### src/hdl/bilinear_texture_sampler_unit_assert.svh
// Assertion macros used by the sampler top module
`ifndef BILINEAR_TEXTURE_SAMPLER_UNIT_ASSERT_SVH
`define BILINEAR_TEXTURE_SAMPLER_UNIT_ASSERT_SVH

// Implication checked on every edge out of reset
`define BTS_ASSERT_IMP(label, clk, rst_n, ante, cons) \
  label: assert property (@(posedge clk) disable iff (!rst_n) (ante) |-> (cons)) \
    else $error("assertion failed");

// Next-cycle implication checked out of reset
`define BTS_ASSERT_NXT(label, clk, rst_n, ante, cons) \
  label: assert property (@(posedge clk) disable iff (!rst_n) (ante) |=> (cons)) \
    else $error("assertion failed");

`endif

### src/hdl/bts_pkg.sv
package bts_pkg;
  localparam int MAX_TEXELS_DEF = 65536;
  localparam int MAX_DIM_DEF    = 256;
  localparam int COORD_W = 18;
  localparam int DIM_W   = 9;
  localparam int IDX_W   = 16;
  localparam int CH_W    = 8;
  localparam int OUT_W   = 16;
  localparam int FRAC_W  = 16;
  localparam int CFG_IDX_W = 1;
  localparam int CFG_DAT_W = 9;

  localparam logic [CFG_IDX_W-1:0] REG_TEX_WIDTH  = 1'd0;
  localparam logic [CFG_IDX_W-1:0] REG_TEX_HEIGHT = 1'd1;

  localparam logic OP_WRITE  = 1'b0;
  localparam logic OP_SAMPLE = 1'b1;

  typedef logic [3*CH_W-1:0] texel_t;
endpackage

### src/hdl/bts_addr.sv
// Address stage: clamp, scale, split into texel coordinates and fractions,
// form the four neighbour indices. Two register stages.
module bts_addr import bts_pkg::*; #(
  parameter int MAX_TEXELS = MAX_TEXELS_DEF,
  parameter int MAX_DIM    = MAX_DIM_DEF,
  localparam int AW = $clog2(MAX_TEXELS)
) (
  input  logic                      clk,
  input  logic                      rst_n,
  input  logic                      en,
  input  logic                      vld_i,
  input  logic signed [COORD_W-1:0] u_i,
  input  logic signed [COORD_W-1:0] v_i,
  input  logic [DIM_W-1:0]          wid_i,
  input  logic [DIM_W-1:0]          hgt_i,
  output logic                      vld_o,
  output logic [AW-1:0]             a00_o,
  output logic [AW-1:0]             a10_o,
  output logic [AW-1:0]             a01_o,
  output logic [AW-1:0]             a11_o,
  output logic [FRAC_W-1:0]         s_o,
  output logic [FRAC_W-1:0]         t_o
);
  localparam int CW = FRAC_W + 1;  // clamped coordinate, 0..65536
  localparam int DW = DIM_W + 2;
  localparam int PW = CW + DW;

  logic [DW-1:0] w_eff, h_eff;
  logic [CW-1:0] u_c, v_c;
  logic          vld1_r;
  logic [PW-1:0] px_r, py_r;
  logic [DW-1:0] w1_r;

  function automatic logic [DW-1:0] eff_dim(input logic [DIM_W-1:0] d);
    if (d == '0) return DW'(1);
    if ({2'b0, d} > DW'(MAX_DIM)) return DW'(MAX_DIM);
    return {2'b0, d};
  endfunction

  function automatic logic [CW-1:0] clamp(input logic signed [COORD_W-1:0] c);
    if (c < 0) return '0;
    if (c > COORD_W'(65536)) return CW'(65536);
    return c[CW-1:0];
  endfunction

  assign w_eff = eff_dim(wid_i);
  assign h_eff = eff_dim(hgt_i);
  assign u_c   = clamp(u_i);
  assign v_c   = clamp(v_i);

  // stage 1: scale by dimension - 1
  always_ff @(posedge clk) begin
    if (!rst_n) vld1_r <= 1'b0;
    else if (en) vld1_r <= vld_i;
    if (en) begin
      px_r <= PW'(u_c) * PW'(w_eff - DW'(1));
      py_r <= PW'(v_c) * PW'(h_eff - DW'(1));
      w1_r <= w_eff;
    end
  end

  // stage 2: neighbour indices
  logic [PW-FRAC_W-1:0] x0, y0, x1, y1;
  logic [FRAC_W-1:0]    s, t;
  assign x0 = px_r[PW-1:FRAC_W];
  assign y0 = py_r[PW-1:FRAC_W];
  assign s  = px_r[FRAC_W-1:0];
  assign t  = py_r[FRAC_W-1:0];
  assign x1 = x0 + ((s != '0) ? 1'b1 : 1'b0);
  assign y1 = y0 + ((t != '0) ? 1'b1 : 1'b0);

  logic [2*DW-1:0] r0, r1;
  assign r0 = (2*DW)'(y0) * (2*DW)'(w1_r);
  assign r1 = (2*DW)'(y1) * (2*DW)'(w1_r);

  always_ff @(posedge clk) begin
    if (!rst_n) vld_o <= 1'b0;
    else if (en) vld_o <= vld1_r;
    if (en) begin
      a00_o <= AW'(r0 + (2*DW)'(x0));
      a10_o <= AW'(r0 + (2*DW)'(x1));
      a01_o <= AW'(r1 + (2*DW)'(x0));
      a11_o <= AW'(r1 + (2*DW)'(x1));
      s_o   <= s;
      t_o   <= t;
    end
  end
endmodule

### config.mk
export PLATFORM = sky130hd
export DESIGN_NAME = bts_addr
export DESIGN_NICKNAME = d
export VERILOG_FILES = /design/src/hdl/bilinear_texture_sampler_unit_assert.svh /design/src/hdl/bts_pkg.sv /design/src/hdl/bts_addr.sv
export SDC_FILE = /design/constraint.sdc
export NUM_CORES = 1
export LEC_CHECK = 0
export BUFFER_PORTS_ARGS = -buffer_cell sky130_fd_sc_hd__buf_2
export CORE_ASPECT_RATIO = 1.4
export CORE_MARGIN = 3
export CORE_UTILIZATION = 45
export DETAILED_ROUTE_END_ITERATION = 8
export PLACE_DENSITY = 0.61
export SLEW_MARGIN = 0
export SYNTH_ARGS = -nofsm -noshare
export SYNTH_HDL_FRONTEND = slang
export SYNTH_SLANG_ARGS = --single-unit
### constraint.sdc
create_clock -name clk -period 7.8 [get_ports clk]
set_input_delay 0.78 -clock clk [delete_from_list [all_inputs] [get_ports clk]]
set_output_delay 0.78 -clock clk [all_outputs]
set_load 0.01 [all_outputs]
# After elaboration in Yosys (flattened, before gate mapping)
# Cells that the tools add are included.
# word_totals
ff_bits	165
in_bits	58
wordCells	63
ramBits	0
mem_bits_ro	0
n_memories	0
output_inout_bits	97
latchBits	0
# op_classes
n_addsub	8
n_lt_le_gt_ge	6
n_bitwise	0
shift	0
n_reduce_logical	4
multipliers	4
mux	30
div_mod_pow	0
n_eq_ne	0
# op_table
op	count
17-bit 2-to-1 mux	8
11-bit 2-to-1 mux	8
16-bit by 12-bit adder with 16-bit output	4
18-bit by 12-bit multiplier with 28-bit output	2
18-bit greater-than comparator, second input constant	2
18-bit by 1-bit < comparator with 1-bit output, second input constant	2
12-bit by 11-bit multiplier with 16-bit output	2
16-bit nonzero test	2
12-bit by 1-bit adder with 12-bit output	2
11-bit by 1-bit subtractor with 12-bit output, second input constant	2
9-bit greater-than comparator, second input constant	2
9-bit logical NOT	2
1-bit 2-to-1 mux	14

# Longest topological paths before layout
# Gate-level depths: netlist (run 1).
# depth
word_depth	7
mapped_depth	32
ltp_nobuf	30

# Worst setup path after synthesis (run 1)
# OpenSTA, ideal clock, no wires.
# synth_timing
path_type	input-to-reg
start	input hgt_i[2]
end	register py_r[25], data pin
setup_ps	277
path_buffers	2
required_ps	7523
path_slack_ps	183
stages	28
arrival_ps	7339
path_cell_list	nor3_1 > nand2b_1 > or3_1 > nor2_1 > o21ai_1 > clkbuf_1 > ha_1 > o21ai_0 > a22o_1 > clkbuf_1 > nand2_1 > fa_1 > inv_1 > fa_1 > fa_1 > fa_1 > inv_1 > fa_1 > inv_1 > ha_1 > a21oi_1 > nor2b_1 > o21ai_0 > nor3b_1 > a22oi_1 > o41ai_2 > and2_1 > o311ai_0
# synth_via
elab_chain_cells	7
elab_cells_between_ends	10
cone_classes	add/sub (1); mul (1); order compare (1); mux (6); reduce/logical (1)
# synth_rtl
item	line_no	rtl
from (decl)	bts_addr.sv:15	input logic [DIM_W-1:0] hgt_i,
9-bit greater-than comparator	bts_addr.sv:36	if ({2'b0, d} > DW'(MAX_DIM)) return DW'(MAX_DIM);
1-bit 2-to-1 mux (2 in a row)	bts_addr.sv:36	
11-bit 2-to-1 mux	bts_addr.sv:37	return {2'b0, d};
11-bit 2-to-1 mux *	bts_addr.sv:36	
11-bit by 1-bit subtractor with 12-bit output *	bts_addr.sv:57	py_r <= PW'(v_c) * PW'(h_eff - DW'(1));
18-bit by 12-bit multiplier with 28-bit output *	bts_addr.sv:57	
to (signal assigned)	bts_addr.sv:57	
to (decl)	bts_addr.sv:31	logic [PW-1:0] px_r, py_r;
# Mark *: on every way between the ends. The rest lies on a longest branch, timed or not. The select of a mux whose other input is x is not followed.
# A chain may end at the register's enable or synchronous reset.

# Final worst setup path (run 1)
# layout_timing
start	register py_r[2]
end	register a11_o[15], data pin
# layout_via
elab_chain_cells	5
# layout_rtl
item	line_no	rtl
16-bit nonzero test	bts_addr.sv:70	assign y1 = y0 + ((t != '0) ? 1'b1 : 1'b0);
1-bit 2-to-1 mux	bts_addr.sv:70	
12-bit by 1-bit adder with 12-bit output	bts_addr.sv:70	
12-bit by 11-bit multiplier with 16-bit output	bts_addr.sv:74	assign r1 = (2*DW)'(y1) * (2*DW)'(w1_r);
16-bit by 12-bit adder with 16-bit output	bts_addr.sv:83	a11_o <= AW'(r1 + (2*DW)'(x1));
to (signal assigned)	bts_addr.sv:83	
to (decl)	bts_addr.sv:20	output logic [AW-1:0] a11_o,
# Every way passes these cells.

==> results of run 1 <==
[synthesized netlist by cell type (3+ instances only)]
cell type  instances
o311ai_0           4
ha_1             287
a21oi_1           68
and3_1            15
buf_2              4
fa_1             426
nand2b_1          32
a21o_1            43
a21boi_0           7
o21bai_1          10
xor2_1            37
xnor2_1          114
a31o_2             6
and2_1           145
o21a_1            17
nor2b_1           30
nor3_1            19
edfxtp_1         161
or2_2              4
a31oi_1            4
nor3b_1            3
nor4_1            23
o31ai_1            8
or3_1              5
nor2_1           108
and2_2             3
nand4_1           11
or4_1              3
a211o_1            3
o2111ai_1          4
nand3_1           21
mux2i_1            4
a211oi_1          12
nand3b_1           3
nand2_1          383
clkbuf_1          81
a22oi_1            3
o41ai_1            3
a311oi_1           3
o22ai_1            4
inv_1            558
o211ai_1           4
o21ai_0           57
[flip-flops by register name, summed over array words and instances (netlist names)]
name / flops
px_r: 28
py_r: 28
a00_o: 16
a01_o: 16
a10_o: 16
a11_o: 16
s_o: 16
t_o: 16
w1_r: 9
vld1_r: 1
vld_o: 1
[kinds of logic after synthesis]
family          synth area share [%]
simple gates                   14.75
fa+ha+maj                      45.46
buf+inv                        9.186
compound gates                 6.834
flops                          18.29
xor+xnor                       5.299
mux                           0.1502
other cells                  0.02817
[layout make-up]
class                           instances  area, sq um
Clock inverter                         15        203.9
Tap cell                              742        928.4
Clock buffer                           17        425.4
Sequential cell                       163         4875
Inverter                              559         2098
Antenna cell                            4        10.01
Timing Repair Buffer                  204         1165
Multi-Input combinational cell       2074        19780
Fill cell                            5455        28550
[how the worst max path moves through the flow]
| stage | start | to | cells past startpoint |
|---|---|---|---|
| finish | py_r[2] | a11_o[15] | 26 |
| global route | py_r[2] | a11_o[15] | 26 |
| CTS | py_r[1] | a11_o[15] | 25 |
| detailed placement | hgt_i[2] | py_r[26] | 27 |
| floorplan | hgt_i[2] | py_r[25] | 28 |
| global placement | wid_i[1] | px_r[26] | 24 |
[per-layer routing]
layer	share of wire, %	up-vias
li1	-	9127
met1	39	9584
met2	52	416
met3	4.0	126
met4	4.2	4
met5	0.037	-
[worst max-delay path: stages, from the launching register on]
cell and delay, ns:
edfxtp_1 0.43, nor4_4 0.34, nand4_1 0.16, ha_1 0.26
ha_1 0.30, nand2_1 0.10, nor3_1 0.05, xor2_1 0.18
nand2_1 0.11, fa_1 0.59, fa_1 0.45, fa_1 0.50
fa_1 0.50, inv_1 0.05, fa_1 0.44, ha_1 0.23
or3_1 0.42, a2111oi_2 0.40, nor2_1 0.11, xnor2_1 0.16
ha_1 0.38, o21ai_0 0.11, a21oi_1 0.25, nand2_1 0.10
o21a_1 0.20, nor3_1 0.22, xnor2_1 0.10
[stage by stage]
| step | utilization [%] | TNS (ns) | worst slack (ns) | hold WS (ns) |
|---|---|---|---|---|
| 6_report | 50.80 | 0 | 0.3955 | 0.4546 |
| 5_1_grt | 50.78 | -0.05732 | -0.04678 | 0.4649 |
| 2_1_floorplan | - | 0 | 0.1835 | 0.4268 |
| 3_3_place_gp | 49.58 | 0 | 0.1597 | 0.4303 |
| 4_1_cts | 50.68 | 0 | 0.03415 | 0.4551 |
| 3_5_place_dp | 49.58 | -0.2052 | -0.09719 | 0.4380 |
[repair_timing]
action	in CTS	in global routing
endpoints found under the setup margin	2	11
pin swaps	0	1
resized for setup	2	10
==> summary.txt, run 1 <==
Status
  – Status: finished clean

Min path
  – Type of the tightest min-delay check: reg2reg
  – Hold Startpoint: px_r[1]
  – Hold path cells: 0
  – Min-Delay Endpoint: s_o[1]

Setup path
  – CP arrival: 7.60 ns
  – Flop-to-flop setup slack: 0.40 ns
  – CP Capture Type: register
  – CP max FO: 5
  – R2R Path End: a11_o[15]
  – Register-to-Register Path Depth: 26
  – Startpoint types: register
  – Worst Path Required: 8.00 ns
  – Reg-to-Reg Start: py_r[2]
  – Crit path kind: reg2reg

Place
  – Routability cong.: 0.9066
  – Placed inst area: 0.02878 sq mm
  – Placed cells: 3,742
  – Dpl hpwl: 55,120 microns
  – Port bufs: 154

Logic synthesis
  – Synthesis-stage register bit count: 163
  – Number of synthesized flops with an enable pin: 161
  – Cell type with the largest total area after synthesis: fa_1
  – Distinct cells, synth: 79
  – Ys async rst share: 0%
  – Ranking of synthesized cells by area: fa_1 32%, edfxtp_1 18%, ha_1 13%, inv_1 7.9%, nand2_1 5.4%
  – Average size of a mapped cell: 9.578 sq um
  – Post-synthesis cell area: 0.02666 sq mm
  – Syn Inst Count: 2,783
  – Ys flop type: edfxtp_1
  – Yosys warnings: 0
  – Synth top area share: 31.99%
  – Register area share after synthesis: 18.29%

STA
  – Final Hold Fails: 0
  – Max frequency: 135.1 MHz
  – Slew Viols, Final: 0
  – Min cycle time layout: 7.404 ns
  – Final period utilization: 94.93%
  – Fin Clk Skew: 0.01384 ns
  – Relative slew slack: 35.22%
  – Worst Tran Pin Value: 0.9717 ns
  – Final setup fails: 0

Layout
  – Post-route cell area: 0.02948 sq mm
  – Commonest non-fill, non-tap cell in the layout: inv_1
  – Layout cells sized above 1: 8.971%
  – Final std cells w/o fill: 3,778
  – Fin nets: 3,790
  – Layout area overhead: 10.59%
  – Most frequent cells in the layout: 558 x inv_1, 426 x fa_1, 382 x nand2_1, 287 x ha_1, 161 x edfxtp_1

Drt
  – Drt drc: 0
  – Via density: 5.097
  – Pre-Repair DR Iteration Count: 5
  – WL/cell: 17.04 microns
  – Initial DRC Count: 748
  – Via count of the routed design: 19,260
  – Post-route ant nets: 0
  – Post-Route WL: 64,380 microns

Global route
  – Pin count of the biggest net entering global routing: 98
  – Initial antenna violation count: 6
  – GRT Util Overall: 21.40%
  – Gr busiest metal: met2
  – M2 GR Usage: 39.52%
  – GR Layer Usage met1: 24.87%
  – Met3 Usage GRT: 2.794%
  – Number of global-route vias before repair: 20,930
  – First-pass GRT wire length: 105,600 microns
  – Total grt overflow: 0

CTS
  – CTS tree: built
  – Later-pin clock latency in the skew report: 0.46 ns
  – Postcts setup bufs: 0
  – # hold bufs at CTS: 0
  – H-tree Lvls: 4
  – Clock-pin slew on the worst setup and hold paths: 0.07 ns
  – Inserted Clock Buffers: 17
  – Clk root buf: clkbuf_16
  – Clk sinks: 163
  – Max Buffers Root-to-Sink: 2

Floorplan
  – Initial cell density of the core: 45.93%
  – DIE AREA: 0.06224 sq mm
  – IO Count: 155
  – Row cnt: 104
  – Die W: 211.7 microns
  – Core footprint: 0.05804 sq mm
  – Die Y: 294.0 microns

Job
  – Max-cap violations: 0
Power of run 1 is left out: the tool's default activity adds up to more than one toggle a clock period on the data nets, which glitch-free logic cannot reach.
==> run 2, diff against run 1 <==
--- a/config.mk
+++ b/config.mk
@@ -8,9 +8,9 @@
 export BUFFER_PORTS_ARGS = -buffer_cell sky130_fd_sc_hd__buf_2
 export CORE_ASPECT_RATIO = 1.4
 export CORE_MARGIN = 3
-export CORE_UTILIZATION = 45
+export CORE_UTILIZATION = 55
 export DETAILED_ROUTE_END_ITERATION = 8
-export PLACE_DENSITY = 0.61
+export PLACE_DENSITY = 0.73
 export SLEW_MARGIN = 0
 export SYNTH_ARGS = -nofsm -noshare
 export SYNTH_HDL_FRONTEND = slang
==> constraint.sdc (replaced) <==
create_clock -name clk -period 6.35 [get_ports clk]
set_input_delay 0.635 -clock clk [delete_from_list [all_inputs] [get_ports clk]]
set_output_delay 0.635 -clock clk [all_outputs]
set_load 0.01 [all_outputs]
==> run 2 against run 1 <==
  * The flow now finishes with violations (setup timing)
  * Clock-buffer cell count is 1 higher
  * Critical path depth stayed put
  * Global-route usage is 5.9 points higher
  * Critical path type unchanged
  * Critical endpoint is now a11_o[13]
==> summary.txt, run 2 (synthesis gave the netlist of run 1 again) <==
Status
  – Failing checks: setup timing
  – Status: complete, but fails checks

Place
  – Port bufs: 154
  – Routability cong.: 0.9753
  – Dpl hpwl: 56,390 microns

Setup path
  – Crit path kind: reg2reg
  – Worst Path Required: 6.57 ns
  – Startpoint types: register
  – Crit-path most repeated cell: fa_1
  – Register-to-Register Path Depth: 26
  – R2R Path End: a11_o[13]
  – Kind of cell adding the most delay to the critical path: adder cells
  – Flop-to-flop setup slack: -0.60 ns
  – CP bufs+invs: 2
  – CP max-delay cell: fa_2
  – CP arrival: 7.17 ns
  – CP Capture Type: register
  – Max incr delay on CP: 0.54 ns
  – CP max FO: 5
  – Reg-to-Reg Start: py_r[1]

Layout
  – Layout cells sized above 1: 27.33%
  – Fin nets: 4,197
  – Multi-input gate area: 0.02150 sq mm
  – Fill cells: 3,285
  – Layout area overhead: 28.77%
  – Largest regs: px_r (28), py_r (28)
  – Most frequent cells in the layout: 531 x inv_1, 405 x buf_4, 403 x fa_1, 337 x nand2_1, 241 x ha_1
  – Register Area: 0.004875 sq mm
  – Commonest non-fill, non-tap cell in the layout: inv_1

STA
  – Final Hold Fails: 0
  – PnR worst setup slack: -0.6017 ns
  – Max frequency: 143.9 MHz
  – RSZ-0062 raised after global routing: yes
  – Min cycle time layout: 6.952 ns
  – Final setup fails: 21
  – Sum Neg Setup Slack: -5.333 ns
  – Final period utilization: 109.5%
  – Relative slew slack: 39.90%
  – Fin Clk Skew: 0.01536 ns
  – Slew Viols, Final: 0
  – Worst Tran Pin Value: 0.8997 ns

CTS
  – Clk sinks: 163
  – Clock-pin slew on the worst setup and hold paths: 0.08 ns
  – H-tree Lvls: 4
  – Clk root buf: clkbuf_16
  – CTS tree: built
  – Max Buffers Root-to-Sink: 2
  – Inserted Clock Buffers: 17
  – Later-pin clock latency in the skew report: 0.46 ns
  – # hold bufs at CTS: 0

Floorplan
  – DIE AREA: 0.05118 sq mm
  – Initial cell density of the core: 56.10%
  – Core footprint: 0.04752 sq mm
  – Die Y: 266.5 microns
  – Row cnt: 94
  – IO Count: 155
  – Die W: 192.1 microns

Global route
  – Total grt overflow: 0
  – Initial antenna violation count: 2
  – First-pass GRT wire length: 111,100 microns
  – GRT Util Overall: 27.33%
  – Number of global-route vias before repair: 23,420
  – Pin count of the biggest net entering global routing: 91

Drt
  – Pre-Repair DR Iteration Count: 5
  – Initial DRC Count: 959
  – Post-Route WL: 69,870 microns
  – WL/cell: 17.19 microns
  – Via density: 5.304
  – Via count of the routed design: 21,560
  – Post-route ant nets: 0
  – Drt drc: 0

Min path
  – Min-Delay Endpoint: vld_o
  – Type of the tightest min-delay check: in2reg
  – Hold path cells: 2
  – Hold Startpoint: rst_n

Job
  – Max-cap violations: 0
run 2: how the worst max path moves through the flow:
| stage | endpoint | cells past startpoint | from |
|---|---|---|---|
| 2_1_floorplan | py_r[26] | 30 | hgt_i[4] |
| 3_5_place_dp | py_r[22] | 29 | hgt_i[4] |
| 3_3_place_gp | a11_o[13] | 26 | py_r[7] |
| 6_report | a11_o[13] | 26 | py_r[1] |
| 5_1_grt | a11_o[13] | 27 | py_r[1] |
| 4_1_cts | a11_o[13] | 26 | py_r[6] |
run 2: area by class of cell:
class | instances | area share [%]
Tap cell | 624 | 2.274
Antenna cell | 1 | 0.007290
Multi-Input combinational cell | 2077 | 62.65
Clock buffer | 18 | 1.279
Timing Repair Buffer | 608 | 13.03
Inverter | 559 | 6.120
Clock inverter | 14 | 0.4410
Sequential cell | 163 | 14.20
run 2: layer usage:
metal	wire, microns	global-route usage (%)
met1	24620	28.88
met2	38220	52.43
met3	2491	2.693
met4	4519	15.01
met5	17	0
run 2: through the flow:
step	setup WS, ns	instance area [sq um]	hold slack (ns)	utilization [%]	std cells
after floorplan	-0.5138	27710	0.4268	-	2883
after global placement	-0.7378	31820	0.4306	66.97	3957
after detailed placement	-0.8737	31820	0.4349	66.97	3957
after CTS	-0.5515	33380	0.4337	70.26	4032
after global routing	-0.9892	34320	0.4302	72.24	4063
final	-0.6017	34330	0.4319	72.24	4064
run 2: what timing repair did:
item                                   4_1_cts  5_1_grt
gates resized for setup                    137      161
endpoints found under the hold margin        0        0
setup endpoints to repair                   44       46
pin swaps                                   77       90
setup buffers                               42       33
cloned                                       1        3
Power of run 2 is left out for the same reason.
